[src/rtl/ffam_pkg.sv]
// Package for the finite float argmax block: widths, constants, types, the finite test
// and the order key function. No dependencies.
`default_nettype none
package ffam_pkg;
  localparam int unsigned ValueW = 32;
  localparam int unsigned IndexW = 24;
  localparam logic [IndexW-1:0] LastIndex = {IndexW{1'b1}};
  localparam logic [ValueW-1:0] NegInfBits = 32'hFF80_0000;

  typedef logic [ValueW-1:0] value_t;
  typedef logic [IndexW-1:0] index_t;

  typedef struct packed {
    value_t value_bits;
    logic   last;
  } in_item_t;

  typedef struct packed {
    index_t best_index;
    value_t best_value_bits;
    logic   too_long;
  } out_item_t;

  function automatic logic value_finite(input value_t b);
    return b[30:23] != 8'hFF;
  endfunction

  function automatic value_t order_key(input value_t b);
    value_t k;
    if (b[30:0] == 31'd0) begin
      k = 32'h8000_0000;
    end else if (b[31]) begin
      k = ~b;
    end else begin
      k = b | 32'h8000_0000;
    end
    return k;
  endfunction
endpackage
`default_nettype wire

[src/rtl/ffam_in_if.sv]
// Input channel interface of the argmax block.
// Depends on ffam_pkg.
`default_nettype none
interface ffam_in_if;
  logic valid;
  logic ready;
  ffam_pkg::value_t value_bits;
  logic last;
  modport source (output valid, value_bits, last, input ready);
  modport sink (input valid, value_bits, last, output ready);
endinterface
`default_nettype wire

[src/rtl/ffam_out_if.sv]
// Result channel interface of the argmax block.
// Depends on ffam_pkg.
`default_nettype none
interface ffam_out_if;
  logic valid;
  logic ready;
  ffam_pkg::index_t best_index;
  ffam_pkg::value_t best_value_bits;
  logic too_long;
  modport source (output valid, best_index, best_value_bits, too_long, input ready);
  modport sink (input valid, best_index, best_value_bits, too_long, output ready);
endinterface
`default_nettype wire

[src/rtl/ffam_scan.sv]
// Running compare-and-select over the elements of one vector.
// Depends on ffam_pkg.
`default_nettype none
module ffam_scan (
  input  wire logic                clk,
  input  wire logic                rst_n,
  input  wire logic                take,
  input  wire ffam_pkg::in_item_t  item,
  output ffam_pkg::out_item_t      result
);
  import ffam_pkg::*;

  value_t best_r, best_nxt;
  index_t bidx_r, bidx_nxt;
  index_t pos_r, pos_nxt;
  logic   ovf_r, ovf_nxt;
  logic   upd;

  always_comb begin
    best_nxt = best_r;
    bidx_nxt = bidx_r;
    pos_nxt  = pos_r;
    ovf_nxt  = ovf_r;
    upd = !ovf_r && value_finite(item.value_bits) &&
          (order_key(item.value_bits) > order_key(best_r));
    if (upd) begin
      best_nxt = item.value_bits;
      bidx_nxt = pos_r;
    end
    if (!ovf_r) begin
      if (pos_r == LastIndex) begin
        if (!item.last) begin
          ovf_nxt = 1'b1;
        end
      end else begin
        pos_nxt = pos_r + index_t'(1);
      end
    end
    result.best_index      = bidx_nxt;
    result.best_value_bits = best_nxt;
    result.too_long        = ovf_nxt;
  end

  always_ff @(posedge clk) begin
    if (!rst_n) begin
      best_r <= NegInfBits;
      bidx_r <= '0;
      pos_r  <= '0;
      ovf_r  <= 1'b0;
    end else if (take) begin
      if (item.last) begin
        best_r <= NegInfBits;
        bidx_r <= '0;
        pos_r  <= '0;
        ovf_r  <= 1'b0;
      end else begin
        best_r <= best_nxt;
        bidx_r <= bidx_nxt;
        pos_r  <= pos_nxt;
        ovf_r  <= ovf_nxt;
      end
    end
  end
endmodule
`default_nettype wire

[src/rtl/finite_float_argmax_top.sv]
// Top level of the finite float argmax block: input register, scan, result register.
// Depends on ffam_pkg, ffam_in_if, ffam_out_if and ffam_scan.
//
// The block takes one element per cycle, unless a full result register stalls a last
// element, and gives one result per vector; a held result keeps accepting elements
// until a new last element finds the result register still full. The last element is
// captured by the input register when accepted, and the compare-and-select writes
// the result register from it once that register is free or being read. Indexes
// saturate at 2^24-1.
`default_nettype none
module finite_float_argmax_top (
  input wire logic clk,
  input wire logic rst_n,
  ffam_in_if.sink   in_ch,
  ffam_out_if.source out_ch
);
  import ffam_pkg::*;

  in_item_t  in_r;
  logic      in_vld_r;
  out_item_t res, out_r;
  logic      out_vld_r;
  logic      take, in_rdy;

  assign take   = in_vld_r && (!in_r.last || !out_vld_r || out_ch.ready);
  assign in_rdy = !in_vld_r || take;
  assign in_ch.ready = in_rdy;

  ffam_scan u_scan (.clk(clk), .rst_n(rst_n), .take(take), .item(in_r), .result(res));

  always_ff @(posedge clk) begin
    if (!rst_n) begin
      in_vld_r  <= 1'b0;
      out_vld_r <= 1'b0;
    end else begin
      if (in_rdy) in_vld_r <= in_ch.valid;
      if (take && in_r.last) out_vld_r <= 1'b1;
      else if (out_ch.ready) out_vld_r <= 1'b0;
    end
  end

  always_ff @(posedge clk) begin
    if (in_rdy) begin
      in_r.value_bits <= in_ch.value_bits;
      in_r.last       <= in_ch.last;
    end
    if (take && in_r.last) out_r <= res;
  end

  assign out_ch.valid           = out_vld_r;
  assign out_ch.best_index      = out_r.best_index;
  assign out_ch.best_value_bits = out_r.best_value_bits;
  assign out_ch.too_long        = out_r.too_long;
endmodule
`default_nettype wire

[src/flat_wrapper.sv]
// flat-port wrapper written by rule: the top's interface ports become plain ports
module finite_float_argmax_top_flat import ffam_pkg::*;
  (clk, rst_n, in_ch_valid, in_ch_value_bits, in_ch_last, in_ch_ready, out_ch_valid, out_ch_best_index, out_ch_best_value_bits, out_ch_too_long, out_ch_ready);
  ffam_in_if in_ch_i ();
  ffam_out_if out_ch_i ();
  input wire logic clk;
  input wire logic rst_n;
  input wire logic [$bits(in_ch_i.valid)-1:0] in_ch_valid;
  input wire logic [$bits(in_ch_i.value_bits)-1:0] in_ch_value_bits;
  input wire logic [$bits(in_ch_i.last)-1:0] in_ch_last;
  output wire logic [$bits(in_ch_i.ready)-1:0] in_ch_ready;
  output wire logic [$bits(out_ch_i.valid)-1:0] out_ch_valid;
  output wire logic [$bits(out_ch_i.best_index)-1:0] out_ch_best_index;
  output wire logic [$bits(out_ch_i.best_value_bits)-1:0] out_ch_best_value_bits;
  output wire logic [$bits(out_ch_i.too_long)-1:0] out_ch_too_long;
  input wire logic [$bits(out_ch_i.ready)-1:0] out_ch_ready;
  assign in_ch_i.valid = in_ch_valid;
  assign in_ch_i.value_bits = in_ch_value_bits;
  assign in_ch_i.last = in_ch_last;
  assign in_ch_ready = in_ch_i.ready;
  assign out_ch_valid = out_ch_i.valid;
  assign out_ch_best_index = out_ch_i.best_index;
  assign out_ch_best_value_bits = out_ch_i.best_value_bits;
  assign out_ch_too_long = out_ch_i.too_long;
  assign out_ch_i.ready = out_ch_ready;
  finite_float_argmax_top u_core (.clk(clk), .rst_n(rst_n), .in_ch(in_ch_i), .out_ch(out_ch_i));
endmodule
[config.mk]
export PLATFORM = sky130hd
export DESIGN_NAME = finite_float_argmax_top_flat
export DESIGN_NICKNAME = d
export VERILOG_FILES = /design/src/rtl/ffam_pkg.sv /design/src/rtl/ffam_in_if.sv /design/src/rtl/ffam_out_if.sv /design/src/rtl/ffam_scan.sv /design/src/rtl/finite_float_argmax_top.sv /design/src/flat_wrapper.sv
export SDC_FILE = /design/constraint.sdc
export NUM_CORES = 1
export LEC_CHECK = 0
export BUFFER_PORTS_ARGS = -buffer_cell sky130_fd_sc_hd__buf_2
export CAP_MARGIN = 20
export CORE_ASPECT_RATIO = 1.25
export CORE_UTILIZATION = 42
export DETAILED_ROUTE_END_ITERATION = 8
export SETUP_SLACK_MARGIN = 0.5
export SYNTH_ARGS = -nofsm -noshare
export SYNTH_HDL_FRONTEND = slang
export SYNTH_SLANG_ARGS = --single-unit
[constraint.sdc]
create_clock -name clk -period 4.6 [get_ports clk]
set_input_delay 0.23 -clock clk [delete_from_list [all_inputs] [get_ports clk]]
set_output_delay 0.23 -clock clk [all_outputs]
set_load 0.03 [all_outputs]
# [After elaboration in Yosys (flattened, before gate mapping)]
# Index checks and enable logic that the tools add are counted.
[word_totals] output_inout_bits=59 latchBits=0 mem_count=0 register_bits=173 ram_bits=0 elab_cells=51 mem_bits_ro=0 input_bits=37
[classes] bitwise_logic=2 n_addsub=1 n_shift=0 n_reduce_logical=15 div=0 n_eq_ne=4 order_cmp=1 n_mul=0 n_mux=17
[ops] operator="2-to-1 mux 32 bit" n=6
[ops] operator="2-to-1 mux 24 bit" n=5
[ops] operator="inverter 32 bit" n=2
[ops] operator="zero test 31 bit" n=2
[ops] operator="> comparator 32 bit" n=1
[ops] operator="adder 24 x 1 -> 24 bit, second input constant" n=1
[ops] operator="== test 24 bit, second input constant" n=1
[ops] operator="inequality test 8 bit, second input constant" n=1
[ops] operator="2-to-1 mux 1 bit" n=6
[ops] operator="logical AND 1 bit" n=4
[ops] operator="zero test 1 bit" n=4
[ops] operator="inequality test 2 x 1 -> 1 bit, second input constant" n=2
[ops] operator="logical OR 1 bit" n=3
[ops] operator="AND reduction 3 bit" n=1
[ops] operator="nonzero test 2 bit" n=1

# [Depth between registers and ports, before layout]
[logic_depth] word_depth=7 ltp_mapped=14 ltp_nobuf=11

# [By module]
# From an unflattened synthesis, not the netlist that was laid out.
[unflattened] cells_unflattened=728 area_unflattened_um2=8324.2
[modules_own_cells] module="ffam_scan" seq_area_each_um2=1621.6 area_each_um2=5521.5 instances=1 cells_per_inst=627
[modules_own_cells] module="finite_float_argmax_top" seq_area_each_um2=2742.6 area_each_um2=2802.7 instances=1 cells_per_inst=101

# [Least setup slack after synthesis]
# Ideal clock, no wire load.
[synth_timing] kind="reg2reg" start="register u_core.in_r[28] (netlist name)" end="register u_core.out_r, in the netlist u_core.out_ch.best_index[14] (data pin)" slack_ps=956 stages_incl_launch_ff=15 setup_time_ps=260 arrival_time_ps=3383 synth_period_minus_slack_ps=3644 required_time_ps=4340 n_path_buf=3 path_cell_list="edfxtp_1 > nor4_1 > nand4_1 > nor2_1 > clkbuf_1 > nor2_1 > ha_1 > nand4_1 > or4_4 > o21bai_4 > a311oi_2 > nor2_1 > buf_4 > buf_6 > mux2_4"
[synth_lines] item="from (decl)" line_no="finite_float_argmax_top.sv:19" source="in_item_t in_r;"
[synth_lines] item="to (signal assigned)" line_no="finite_float_argmax_top.sv:47" source="if (take && in_r.last) out_r <= res;"
[synth_lines] item="to (decl)" line_no="finite_float_argmax_top.sv:21" source="out_item_t res, out_r;"

==> impl_summary.md <==
Run status
The flow ran to the end, and the final reports show no timing, DRC or antenna violations.

Setup path
The slowest cell on the critical path is or4_4. The sort of element at the end of the critical path is a flop. For the worst setup path, the data required time is approximately 4800 ps. On the worst path, the slowest cell contributes a delay of roughly 540 ps. Together, buffers and inverters on the worst path number 3. The kind of cell adding the most delay to the critical path is simple AND/OR/NAND/NOR gates. The element type at the critical path start is a flop. The signal on the critical path passes through or4_4 -> nor4_4 -> nand4b_1 -> buf_6 -> and2_4 -> ha_4 -> nand4_4 -> or4_4 -> a311oi_4 -> nor2_4 -> buf_6 -> clkbuf_16 -> mux2_4. The data arrival time at the worst-slack endpoint is 4190 ps. The largest fanout on the critical path is 8. The worst setup path is of the flop to flop kind.

CTS
The clock latency at the later pin of the worst-skew pair is about 430 ps. The clock slew at the register clock pins of the worst setup and hold paths is 70 ps. The CTS tree is built.

Counting along the longest clock path gives a buffer depth of 2. The number of sinks handled by clock tree synthesis is roughly 170. The root buffer cell chosen for the clock tree is clkbuf_16. The H-tree was split into 4 levels. The number of buffers added by the clock tree synthesis step is 17.

Timing
The final count of pins violating max slew came to 0. Setup repair after global routing could not meet its margin everywhere. The worst-margin pin slew is 899 ps. The tightest slew margin relative to the limit is between 40% and 50%. Derived from the worst setup path, the maximum achievable clock frequency is approximately 0.25 GHz. The final critical path takes up around 87% of the cycle. The final hold violation count was 0. Setup violations remaining at the end of the flow were counted as 0. The final critical path time including I/O delays and setup is 4020 ps. For the final database, setup skew stands at 9.69 ps. Final hold analysis gives a worst-case slack of between 60 and 70 ps.

Yosys
The fraction of the yosys area taken by sequential cells is between 50% and 60%. The net count after synthesis is roughly 780. In this run the mean area of a mapped cell was between 10 and 15 sq um. The share of flip-flops with an asynchronous set or reset is 0%. The number of synthesized register bits is between 150 and 200. The combined area of all synthesized cells is 0.00833 sq mm. The netlist uses 53 different library cells. The leading register cell type out of synthesis is edfxtp_1. The synthesized design contains 90 enable-type register cells. The count of synthesis-stage warnings from yosys is 0.

The instance count of the mapped netlist is about 700.

Floorplanning
In this run the vertical extent of the chip is approximately 160 um. The core region is 0.0195 sq mm. The number of rows created at floorplan is 57. In this run the count of I/O pins placed on the die edge is 96.

In this run the horizontal extent of the chip is around 130 um. The overall die area is ~0.020 sq mm. The initial utilization of the core area, before any placement, comes to around 43%.

Global route
The first-pass GRT wire length is between 20 and 30 mm. The largest net degree at the start of global routing is 58. The total global routing overflow is 0. The met2 routing resource usage after global routing is around 34%. The via count of the first global-routing pass came to 5846. The number of antenna violations at the first check in global routing is 1. Global routing used around 3.7% of the available met3 tracks. The layer with the highest usage is met2.

For this run, the total global-route usage over all layers was measured as roughly 19%. Global routing consumed, on the met1 layer, around a fifth of the routing resources.

Route
The number of DRC violations after detailed-routing iteration 0 is around 270. The number of iterations in the first detailed-routing pass is 4. The wire length per cell is 16.7 um. The sum of routed wire length over all layers is roughly 19 mm. The detailed-route via count is 5803. After detailed routing, the number of vias per cell comes to just over 5. In the routed design, unresolved DRC markers number 0. The remaining number of nets flagged by the antenna check after routing is 0.

Pwr
The cell leakage power is about 0.0041 uW. Net switching is approximately 26% of the power. The total net switching power is approximately 960 uW. The power per cell area is approximately 360 mW/mm^2.

Cell internal power was estimated by the tool at approximately 2800 uW. Per report_power, the combinational group accounts for 15.4% of the total. The clock network accounts for between 30 and 40% of the total power. IR analysis of the VDD net gives a maximum drop of 0.276 mV.

The sequential fraction of design power is a little under half.

Run
The number of maximum-capacitance violations is 0.

Final layout
In the layout the commonest cells are buf_2, edfxtp_1, dfxtp_1, nor2_1, a22o_1. The number of standard cells in the final layout excluding fillers is between 1000 and 1500. The fraction of final layout cells sized beyond drive strength 1 is between 20 and 30%.

Leaving out fill and tap cells, the most frequent cell in the layout is buf_2. The number of nets at the end of the flow is 912. The filler cell count is 1701. From synthesis to final layout, the design area changed by 24.7%.

Place
Routability-driven placement finished with a final weighted congestion of slightly above 0.8. The HPWL reported at the end of detailed placement is between 10 and 15 mm. In this run the tool buffered the top-level ports with 95 buffer cells. Once placement completed, the tool counted placed cells totaling about 1000.

Hold path
In this run the worst hold path is classified as input port to flop.
==> timing repair <==
| item | in CTS | in global routing |
|---|---|---|
| endpoints found under the hold margin | 33 | 0 |
| hold buffers | 33 | 0 |
| gates resized for setup | 8 | 33 |
| buffers inserted | 1 | 11 |
| cloned | 0 | 3 |
| pin swaps | 1 | 11 |
| setup endpoints to repair | 112 | 100 |
==> routing by layer <==
metal	share of wire [%]	up-vias	routed length [um]
li1	-	2850	-
met1	43	2799	8160
met2	51	124	9620
met3	3.0	30	561
met4	2.2	0	418
met5	0	-	0
==> Yosys cell counts, drive strengths merged (2+ instances only) <==
cell | instances | area (sq um)
nor3 | 11 | 55.1
nand3 | 9 | 45.0
or4b | 2 | 20.0
nor4 | 22 | 138
and3 | 3 | 18.8
xor2 | 32 | 280
mux2i | 9 | 90.1
o21bai | 2 | 26.3
nand2 | 50 | 188
o21ai | 13 | 65.1
a21oi | 24 | 124
xnor2 | 46 | 403
nand2b | 3 | 18.8
ha | 33 | 413
a22o | 47 | 412
nor2 | 70 | 263
clkbuf | 25 | 95.1
or4 | 5 | 48.8
dfxtp | 83 | 1660
inv | 11 | 41.3
o41ai | 2 | 43.8
edfxtp | 90 | 2700
or2 | 4 | 25.0
a221oi | 2 | 17.5
nand4 | 15 | 100
or3 | 7 | 43.8
buf | 16 | 128
and2 | 2 | 12.5
o21a | 2 | 15.0
mux2 | 56 | 743
==> power groups by stage <==
stage / Clock, uW / Combinational (uW) / Sequential [uW]
final: 1450 / 578 / 1730
after global routing: 1530 / 631 / 1730
after CTS: 1470 / 509 / 1720
after detailed placement: 0 / 480 / 1760
after global placement: 0 / 470 / 1760
after floorplan: 0 / 337 / 1780
==> layout make-up <==
type | instances | area (sq um) | share of cell area [%]
flip-flops and latches | 173 | 4370 | 42.0
multi-input cells | 482 | 3940 | 37.9
repair buffers | 157 | 1120 | 10.7
clock buffers | 21 | 493 | 4.74
well taps | 265 | 332 | 3.19
clock inverters | 11 | 101 | 0.975
inverters | 11 | 41.3 | 0.397
diodes | 1 | 2.50 | 0.0241
==> metrics by stage <==
stage | total power [uW] | setup TNS (ps) | instance area [sq um] | setup WS, ps | utilization (%)
3_5_place_dp | 2240 | -1270 | 9070 | -151 | 46.6
2_1_floorplan | 2120 | 0 | 8330 | 956 | -
5_1_grt | 3890 | 0 | 10400 | 436 | 53.4
3_3_place_gp | 2220 | 0 | 9070 | 49.9 | 46.6
6_report | 3750 | 0 | 10400 | 583 | 53.4
4_1_cts | 3700 | 0 | 10000 | 496 | 51.6
==> cell families (layout without fill, tap and decap cells) <==
kind of cell             Yosys count  in the layout  share of synthesized area (%)
buffers and inverters             52            200                           3.17
other                              0              1                              0
AO/OA/AOI/OAI                     99             99                           9.23
multiplexers                      65             65                           10.0
flip-flops                       173            173                           52.4
XOR/XNOR                          78             78                           8.20
AND/OR/NAND/NOR                  207            207                           12.1
adder cells (fa/ha/maj)           33             33                           4.95
==> tightest hold or removal path: stages <==
cell	delay, ps
buf_2	120
inv_1	50
a21oi_1	50
==> path summary, 6_finish.rpt <==
check,startpoint,to,slack [ps],cells after the start
hold / removal,in_ch_valid,u_core.in_vld_r,60,3
setup reg to reg,u_core.u_scan.best_r[14],u_core.out_ch.best_value_bits[4],580,13
setup / recovery,u_core.u_scan.best_r[14],u_core.out_ch.best_value_bits[4],580,13
hold reg to reg,u_core.u_scan.bidx_r[7],u_core.u_scan.bidx_r[7],470,1
==> registers in the layout, indices dropped and copies added, names as in the netlist <==
signal                         count
u_core.u_scan.pos_r               24
u_core.in_vld_r                    1
u_core.u_scan.bidx_r              24
u_core.u_scan.best_r              32
u_core.in_r                       33
u_core.out_ch.best_value_bits     32
u_core.out_ch.best_index          24
u_core.out_ch.too_long             1
u_core.u_scan.ovf_r                1
u_core.out_ch.valid                1
Power figures use the tool's default switching activity.
